`src/rtl/gamepad_edge_and_autorepeat_assert.svh`:
```
// ----------------------------------------------------------------------------
// gamepad edge and auto-repeat assertion macros
// shared concurrent assertion forms for the gamepad block
// ----------------------------------------------------------------------------
`ifndef GAMEPAD_EDGE_AND_AUTOREPEAT_ASSERT_SVH
`define GAMEPAD_EDGE_AND_AUTOREPEAT_ASSERT_SVH

// same-cycle implication, checked outside reset
`define GEA_ASSERT_IMPL(label, clk, rst_n, ante, cons) \
    label: assert property (@(posedge clk) disable iff (!rst_n) (ante) |-> (cons)) \
        else $error("gamepad block: same-cycle check failed");

// next-cycle implication, checked outside reset
`define GEA_ASSERT_NEXT(label, clk, rst_n, ante, cons) \
    label: assert property (@(posedge clk) disable iff (!rst_n) (ante) |=> (cons)) \
        else $error("gamepad block: next-cycle check failed");

`endif

```
`src/rtl/gea_pkg.sv`:
```
// ----------------------------------------------------------------------------
// gamepad edge and auto-repeat package
// shared constants, types and line-mapping functions
// ----------------------------------------------------------------------------
package gea_pkg;

    localparam int SRC_LINES  = 20;
    localparam int LINE_COUNT = 22;
    localparam int BTN_COUNT  = 12;
    localparam int CNT_W      = 4;
    localparam int AXIS_W     = 8;
    localparam int THR_W      = 7;
    localparam int CFG_IDX_W  = 2;
    localparam int CFG_DATA_W = 7;

    localparam int BTN_CIRCLE = 7;
    localparam int BTN_CROSS  = 8;

    localparam logic [AXIS_W-1:0] AXIS_CENTRE = 8'd128;
    localparam logic [THR_W-1:0]  THR_RST     = 7'd64;
    localparam logic [CNT_W-1:0]  DELAY_RST   = 4'd10;
    localparam logic [CNT_W-1:0]  RELOAD_RST  = 4'd6;
    localparam logic [CNT_W-1:0]  CNT_MAX     = 4'd15;

    // configuration register indexes
    typedef enum logic [CFG_IDX_W-1:0] {
        CFG_ENTER_IS_CIRCLE = 2'd0,
        CFG_AXIS_THRESHOLD  = 2'd1,
        CFG_REPEAT_DELAY    = 2'd2,
        CFG_REPEAT_RELOAD   = 2'd3
    } t_cfg_idx;

    // repeat timing handed to the counter bank
    typedef struct packed {
        logic [CNT_W-1:0] delay;
        logic [CNT_W-1:0] reload;
    } t_rpt_cfg;

    // two direction bits of one axis: bit 0 low side, bit 1 high side
    function automatic logic [1:0] axis_dirs(input logic [AXIS_W-1:0] a,
                                             input logic [THR_W-1:0]  t);
        logic [AXIS_W-1:0] lim_lo;
        logic [AXIS_W-1:0] lim_hi;
        lim_lo = AXIS_CENTRE - {1'b0, t};
        lim_hi = AXIS_CENTRE + {1'b0, t};
        if (a < lim_lo) begin
            axis_dirs = 2'b01;
        end else if (a > lim_hi) begin
            axis_dirs = 2'b10;
        end else begin
            axis_dirs = 2'b00;
        end
    endfunction

    // spread the source lines into the output layout with enter and cancel
    function automatic logic [LINE_COUNT-1:0] spread(input logic [SRC_LINES-1:0] src,
                                                     input logic enter_is_circle);
        logic enter;
        logic cancel;
        enter  = enter_is_circle ? src[BTN_CIRCLE] : src[BTN_CROSS];
        cancel = enter_is_circle ? src[BTN_CROSS] : src[BTN_CIRCLE];
        spread = {src[SRC_LINES-1:BTN_COUNT], cancel, enter, src[BTN_COUNT-1:0]};
    endfunction

endpackage

```
`src/rtl/gea_repeat.sv`:
```
// ----------------------------------------------------------------------------
// gea repeat counter bank
// per-line hold counters producing slow and fast auto-repeat pulses
// ----------------------------------------------------------------------------
module gea_repeat
    import gea_pkg::*;
(
    input  logic                 i_clk,
    input  logic                 i_rst_n,
    input  logic                 i_step,
    input  logic [SRC_LINES-1:0] i_cur,
    input  t_rpt_cfg             i_cfg,
    output logic [SRC_LINES-1:0] o_slow,
    output logic [SRC_LINES-1:0] o_fast
);

    logic [CNT_W-1:0] r_slow_cnt [SRC_LINES];
    logic [CNT_W-1:0] r_fast_cnt [SRC_LINES];
    logic [CNT_W-1:0] n_slow_cnt [SRC_LINES];
    logic [CNT_W-1:0] n_fast_cnt [SRC_LINES];

    for (genvar g = 0; g < SRC_LINES; g++) begin : g_line
        logic             slow_hit;
        logic             fast_hit;
        logic [CNT_W-1:0] slow_base;
        logic [CNT_W-1:0] fast_base;

        // pulse when the count reaches the delay, then reload and count on
        always_comb begin
            slow_hit  = r_slow_cnt[g] >= i_cfg.delay;
            fast_hit  = r_fast_cnt[g] >= i_cfg.delay;
            slow_base = slow_hit ? i_cfg.reload : r_slow_cnt[g];
            fast_base = fast_hit ? i_cfg.delay : r_fast_cnt[g];
            if (i_cur[g]) begin
                n_slow_cnt[g] = (slow_base == CNT_MAX) ? CNT_MAX : slow_base + 1'b1;
                n_fast_cnt[g] = (fast_base == CNT_MAX) ? CNT_MAX : fast_base + 1'b1;
            end else begin
                n_slow_cnt[g] = '0;
                n_fast_cnt[g] = '0;
            end
        end

        assign o_slow[g] = i_cur[g] & slow_hit;
        assign o_fast[g] = i_cur[g] & fast_hit;

        // counters advance once per accepted beat
        always_ff @(posedge i_clk) begin
            if (!i_rst_n) begin
                r_slow_cnt[g] <= '0;
                r_fast_cnt[g] <= '0;
            end else if (i_step) begin
                r_slow_cnt[g] <= n_slow_cnt[g];
                r_fast_cnt[g] <= n_fast_cnt[g];
            end
        end
    end

endmodule

```
`src/rtl/gamepad_edge_and_autorepeat.sv`:
```
// ----------------------------------------------------------------------------
// gamepad edge and auto-repeat
// per-frame button and stick edge detection with two auto-repeat pulse forms
//
//  channel | direction | handshake                   | payload
//  --------+-----------+-----------------------------+---------------------------
//  in      | input     | i_in_valid / o_in_ready     | buttons and four axes
//  out     | output    | o_out_valid / i_out_ready   | five 22-bit line masks
//  cfg     | input     | i_cfg_we                    | i_cfg_idx, i_cfg_wdata
//
// one beat per cycle while the output is not stalled: a sample accepted at an
// edge gives its result beat at the output register after that edge.
// the input is ready whenever the output register is empty or being taken,
// so a stalled output holds exactly one result and back-pressures the input.
// synchronous active-low reset clears history and counters and restores the configuration defaults.
// ----------------------------------------------------------------------------
module gamepad_edge_and_autorepeat
    import gea_pkg::*;
(
    input  logic                  i_clk,
    input  logic                  i_rst_n,
    input  logic                  i_in_valid,
    output logic                  o_in_ready,
    input  logic [BTN_COUNT-1:0]  i_button_bits,
    input  logic [AXIS_W-1:0]     i_left_x,
    input  logic [AXIS_W-1:0]     i_left_y,
    input  logic [AXIS_W-1:0]     i_right_x,
    input  logic [AXIS_W-1:0]     i_right_y,
    output logic                  o_out_valid,
    input  logic                  i_out_ready,
    output logic [LINE_COUNT-1:0] o_level_mask,
    output logic [LINE_COUNT-1:0] o_press_mask,
    output logic [LINE_COUNT-1:0] o_release_mask,
    output logic [LINE_COUNT-1:0] o_slow_repeat_mask,
    output logic [LINE_COUNT-1:0] o_fast_repeat_mask,
    input  logic                  i_cfg_we,
    input  logic [CFG_IDX_W-1:0]  i_cfg_idx,
    input  logic [CFG_DATA_W-1:0] i_cfg_wdata
);

`include "gamepad_edge_and_autorepeat_assert.svh"

    logic                  r_enter_is_circle;
    logic [THR_W-1:0]      r_axis_threshold;
    t_rpt_cfg              r_rpt_cfg;
    logic [SRC_LINES-1:0]  r_prev;
    logic                  r_out_valid;
    logic [LINE_COUNT-1:0] r_level;
    logic [LINE_COUNT-1:0] r_press;
    logic [LINE_COUNT-1:0] r_release;
    logic [LINE_COUNT-1:0] r_slow;
    logic [LINE_COUNT-1:0] r_fast;

    logic                  in_beat;
    logic [SRC_LINES-1:0]  n_cur;
    logic [SRC_LINES-1:0]  press;
    logic [SRC_LINES-1:0]  release_src;
    logic [SRC_LINES-1:0]  rpt_slow;
    logic [SRC_LINES-1:0]  rpt_fast;

    // configuration writes
    always_ff @(posedge i_clk) begin
        if (!i_rst_n) begin
            r_enter_is_circle <= 1'b0;
            r_axis_threshold  <= THR_RST;
            r_rpt_cfg.delay   <= DELAY_RST;
            r_rpt_cfg.reload  <= RELOAD_RST;
        end else if (i_cfg_we) begin
            case (t_cfg_idx'(i_cfg_idx))
                CFG_ENTER_IS_CIRCLE: r_enter_is_circle <= i_cfg_wdata[0];
                CFG_AXIS_THRESHOLD:  r_axis_threshold  <= i_cfg_wdata[THR_W-1:0];
                CFG_REPEAT_DELAY:    r_rpt_cfg.delay   <= i_cfg_wdata[CNT_W-1:0];
                CFG_REPEAT_RELOAD:   r_rpt_cfg.reload  <= i_cfg_wdata[CNT_W-1:0];
                default:             r_enter_is_circle <= r_enter_is_circle;
            endcase
        end
    end

    // handshake: take a beat whenever the output slot frees up
    assign o_in_ready = !r_out_valid || i_out_ready;
    assign in_beat    = i_in_valid && o_in_ready;

    // source lines: buttons then stick directions
    always_comb begin
        n_cur = {axis_dirs(i_right_x, r_axis_threshold),
                 axis_dirs(i_right_y, r_axis_threshold),
                 axis_dirs(i_left_x, r_axis_threshold),
                 axis_dirs(i_left_y, r_axis_threshold),
                 i_button_bits};
        press       = n_cur & ~r_prev;
        release_src = ~n_cur & r_prev;
    end

    // hold counters and repeat pulses
    gea_repeat u_repeat (
        .i_clk   (i_clk),
        .i_rst_n (i_rst_n),
        .i_step  (in_beat),
        .i_cur   (n_cur),
        .i_cfg   (r_rpt_cfg),
        .o_slow  (rpt_slow),
        .o_fast  (rpt_fast)
    );

    // level history
    always_ff @(posedge i_clk) begin
        if (!i_rst_n) begin
            r_prev <= '0;
        end else if (in_beat) begin
            r_prev <= n_cur;
        end
    end

    // output valid flag
    always_ff @(posedge i_clk) begin
        if (!i_rst_n) begin
            r_out_valid <= 1'b0;
        end else if (in_beat) begin
            r_out_valid <= 1'b1;
        end else if (i_out_ready) begin
            r_out_valid <= 1'b0;
        end
    end

    // result payload
    always_ff @(posedge i_clk) begin
        if (in_beat) begin
            r_level   <= spread(n_cur, r_enter_is_circle);
            r_press   <= spread(press, r_enter_is_circle);
            r_release <= spread(release_src, r_enter_is_circle);
            r_slow    <= spread(rpt_slow | press, r_enter_is_circle);
            r_fast    <= spread(rpt_fast | press, r_enter_is_circle);
        end
    end

    assign o_out_valid        = r_out_valid;
    assign o_level_mask       = r_level;
    assign o_press_mask       = r_press;
    assign o_release_mask     = r_release;
    assign o_slow_repeat_mask = r_slow;
    assign o_fast_repeat_mask = r_fast;

    // a line never presses and releases in the same frame
    `GEA_ASSERT_IMPL(a_press_release_disjoint, i_clk, i_rst_n, o_out_valid, (o_press_mask & o_release_mask) == '0)
    // press and repeat pulses only on held lines
    `GEA_ASSERT_IMPL(a_pulses_on_held, i_clk, i_rst_n, o_out_valid, ((o_press_mask | o_slow_repeat_mask | o_fast_repeat_mask) & ~o_level_mask) == '0)
    // every press edge appears in both repeat masks
    `GEA_ASSERT_IMPL(a_press_in_repeat, i_clk, i_rst_n, o_out_valid, (o_press_mask & ~(o_slow_repeat_mask & o_fast_repeat_mask)) == '0)
    // an accepted beat always leaves a result waiting
    `GEA_ASSERT_NEXT(a_beat_gives_result, i_clk, i_rst_n, in_beat, o_out_valid)

endmodule

```
`config.mk`:
```
export PLATFORM = sky130hd
export DESIGN_NAME = gamepad_edge_and_autorepeat
export DESIGN_NICKNAME = d
export VERILOG_FILES = /design/src/rtl/gea_pkg.sv /design/src/rtl/gea_repeat.sv /design/src/rtl/gamepad_edge_and_autorepeat.sv
export VERILOG_INCLUDE_DIRS = /design/src /design/src/rtl
export SDC_FILE = /design/constraint.sdc
export NUM_CORES = 1
export LEC_CHECK = 0
export ABC_CLOCK_PERIOD_IN_PS = 17200
export BUFFER_PORTS_ARGS = -buffer_cell sky130_fd_sc_hd__buf_2
export CORE_ASPECT_RATIO = 0.7
export CORE_UTILIZATION = 31
export DETAILED_ROUTE_END_ITERATION = 10
export GPL_ROUTABILITY_DRIVEN = 0
export PLACE_DENSITY = 0.43
export SETUP_SLACK_MARGIN = 0.05
export SYNTH_ARGS = -nofsm -noshare
export SYNTH_HDL_FRONTEND = slang
export SYNTH_HIERARCHICAL = 1
export SYNTH_SLANG_ARGS = --single-unit
```
`constraint.sdc`:
```
create_clock -name i_clk -period 17.2 [get_ports i_clk]
set_input_delay 4.3 -clock i_clk [delete_from_list [all_inputs] [get_ports i_clk]]
set_output_delay 4.3 -clock i_clk [all_outputs]
set_load 0.01 [all_outputs]
```
==> metrics.txt <==
Critical path buffers and inverters=2; Critical R2R Capture=u_repeat/r_fast_cnt[3][11]$_SDFFCE_PN0P_; CTS Buffer Depth=3; root buf cell=clkbuf_16; net switching power=0.6285 mW; reg-to-reg startpoint=r_rpt_cfg[4]$_SDFFE_PN0P_; r2r setup slk=12890 ps; wire per inst=19.91 µm; Post-Place Setup Slack=8211 ps; Area Growth Syn to Fin=13.92%; Inserted Clock Buffers=39; WHS=469.2 ps; Hold Vio Cnt, Final=0; Final #Nets=2634; post-DR vias/cell=5.241; metal3 WL=3129 µm; CTS tree=built; Hold WC Path Type=reg2reg; Reg2Reg Depth=11; Initial Utilization=0.3130; CTS Sinks=307; I/O Buffers=169; Detail Route Antenna Nets=0; post-synthesis sequential area ratio=0.3953; Detailed Route WL=66210 µm; max-slew violation count=0; drt first pass iters=7; Die ar.=73300 µm²; RSZ-0062 raised after global routing=false; wl on met1=34060 µm; gr ovfl total=0; post-route worst setup slack=8209 ps; chip height=226.8 µm; CTS resizes=0; Max Used Layer=met4; number of H-tree levels=2; largest net degree at the start of global routing=65; share of cells above drive strength 1=0.1883; maximum VDD drop=0.05668 mV; Synth Instances=2181; worst clock skew=15.94 ps; min-delay src=r_prev[3]$_SDFFE_PN0P_; minimum clock period=8991 ps; maximum clock frequency=0.1112 GHz; Post-Synthesis Net Count=2488; Clk Latency, worst-skew pair=570 ps; Synth warnings=6; DR iter-0 viols=1332; clock-pin slew of the registers on the worst-case setup and hold paths=60 ps; Setup crit end kind=output port; filler cell count=7121; Seq pwr share=0.424; slowest cell on the critical path=nand2b_1; actual slew at the worst max-slew pin=1047 ps; Mapped Area=22380 µm²; max_cap viols=0; Die W=323.2 µm; EDFF count, synth=270; Setup CP Type=in2out; clock network power share=0.395; run status=finished, final reports clean; first-pass GRT wire length=100700 µm; # setup viols final=0; PwrDens=85.02 nW/µm²; setup TNS=0 ps; largest fanout on the critical path=3; mean area per synthesized cell=10.26 µm²; vias=17430; GRT Total Usage=0.1784; sw frac=0.2899; Slowest Stage Delay on Critical Path=150 ps; core area=71510 µm²; # DRC=0; metal2 WL=27940 µm; IO Pins=170; hold_buf cts=0; delay-heaviest family, CP=buffers and inverters; dpl hpwl=43120 µm; Util after Layout=0.3566; Netlist cell types=70; flops & latches, synth=307; WHS Endpoint=r_prev[3]$_SDFFE_PN0P_; Post-CTS Setup Bufs=0; cell internal pwr=1.540 mW; slew margin rel.=0.3006; part of the cycle the worst path needs=0.5227; initial antenna violation count=1; # rows=82; leak pwr=10.13 nW; Comb pwr share=0.180; vias in the first global route=16800; cell mode on critical path=buf_2; Hold Crit Depth=2; overall power=2.168 mW; Critical Path AT=4690 ps; Worst setup SP type=input port; ys flop type=edfxtp_1; cells along the critical path=buf_2 -> nand2b_1 -> buf_2; share of synthesized registers carrying an async set or reset=0; CP required=12900 ps
==> cells by family (layout without fill, tap and decap cells) <==
| family | Yosys count | in the layout | share of synthesized area |
|---|---|---|---|
| xor gates and xnor gates | 4 | 4 | 0.002180 |
| buffers and inverters | 226 | 403 | 0.04433 |
| DFF | 307 | 307 | 0.3953 |
| adders and majority gates | 249 | 249 | 0.1392 |
| AOI/OAI and AO/OA | 500 | 500 | 0.1702 |
| and+or+nand+nor | 754 | 754 | 0.1730 |
| muxes | 141 | 141 | 0.07580 |
| other | 0 | 1 | 0 |
==> worst reg2reg max path, delay by kind of cell, from the launching register on <==
kind / cells / cell delay, ps
and+or+nand+nor: 4 / 860
DFF: 1 / 760
buffers and inverters: 1 / 720
muxes: 3 / 670
adders and majority gates: 2 / 620
AOI/OAI and AO/OA: 1 / 420
==> layout by cell type, fill, tap and decap left out, types with 13 or more instances in the layout <==
| master | count |
|---|---|
| edfxtp_1 | 270 |
| ha_1 | 249 |
| nand2_1 | 230 |
| buf_2 | 169 |
| inv_1 | 136 |
| nor2_1 | 125 |
| o21ai_0 | 102 |
| nand2b_1 | 79 |
| nand3_1 | 73 |
| a21oi_1 | 70 |
| mux2_2 | 70 |
| o211ai_1 | 54 |
| and2_1 | 50 |
| nor2b_1 | 49 |
| a311oi_1 | 49 |
| mux2i_1 | 45 |
| clkbuf_16 | 40 |
| o21bai_1 | 37 |
| dfxtp_1 | 35 |
| a211oi_1 | 34 |
| nand4_1 | 31 |
| or3_1 | 28 |
| a31oi_1 | 23 |
| nand3b_1 | 22 |
| buf_4 | 22 |
| a21oi_2 | 21 |
| nor3_1 | 20 |
| mux2_4 | 17 |
| and3_1 | 13 |
| a21boi_0 | 13 |
| a2111oi_4 | 13 |
==> cell usage after synthesis, types with 34 or more instances <==
master	number	area share
nand2_1	230	0.039
nor2_1	125	0.021
o21bai_1	37	0.012
a21oi_1	70	0.016
a311oi_1	49	0.019
dfxtp_1	37	0.033
clkbuf_1	47	0.0079
mux2i_1	45	0.020
mux2_2	70	0.035
and2_1	51	0.014
inv_1	140	0.023
o211ai_1	54	0.018
nand3_1	75	0.017
edfxtp_1	270	0.36
nor2b_1	51	0.014
o21ai_0	102	0.023
a211oi_1	34	0.011
nand2b_1	80	0.022
ha_1	249	0.14
==> cell type report <==
| class | instances | area, µm² | area share |
|---|---|---|---|
| Timing Repair Buffer | 191 | 1011 | 0.03964 |
| Clock inverter | 23 | 259.0 | 0.01016 |
| Antenna cell | 1 | 2.502 | 0.00009813 |
| Inverter | 140 | 534.3 | 0.02095 |
| Sequential cell | 307 | 8853 | 0.3472 |
| Tap cell | 966 | 1209 | 0.04740 |
| Clock buffer | 49 | 1045 | 0.04097 |
| Multi-Input combinational cell | 1648 | 12590 | 0.4936 |
==> registers in the layout (all words and copies together), names as in the netlist, 20 cells and up <==
register,flops
o_release_mask,22
o_slow_repeat_mask,22
r_prev,20
u_repeat/r_slow_cnt,80
o_fast_repeat_mask,22
o_press_mask,22
u_repeat/r_fast_cnt,80
o_level_mask,22
==> metrics by stage <==
stage          std cells  cell area, µm²
6_report            3325           25500
3_3_place_gp        3252           24190
4_1_cts             3324           25500
5_1_grt             3324           25500
3_5_place_dp        3252           24190
2_1_floorplan       2181           22380
==> how the worst max path moves through the flow <==
stage	end	startpoint	depth (start not counted)
floorplan	u_repeat/r_fast_cnt[0][0]$_SDFFCE_PN0P_	i_out_ready	5
global placement	o_in_ready	i_out_ready	3
detailed placement	o_in_ready	i_out_ready	3
CTS	o_in_ready	i_out_ready	3
global route	o_in_ready	i_out_ready	3
finish	o_in_ready	i_out_ready	3
==> power groups by stage <==
stage                     clock network (mW)  registers (mW)  logic (mW)
final                                  0.857           0.920       0.391
after global routing                   0.910           0.927       0.440
after CTS                              0.887           0.919       0.395
after detailed placement                   0           0.934       0.393
after global placement                     0           0.934       0.383
after floorplan                            0           0.936       0.268
==> metal layers <==
layer / global-route usage / vias up
met4: 0.04189 / 0
li1: - / 8471
met2: 0.2684 / 396
met5: 0 / -
met3: 0.02429 / 80
met1: 0.2667 / 8480
Note: power is estimated with default switching activity, not from simulation.
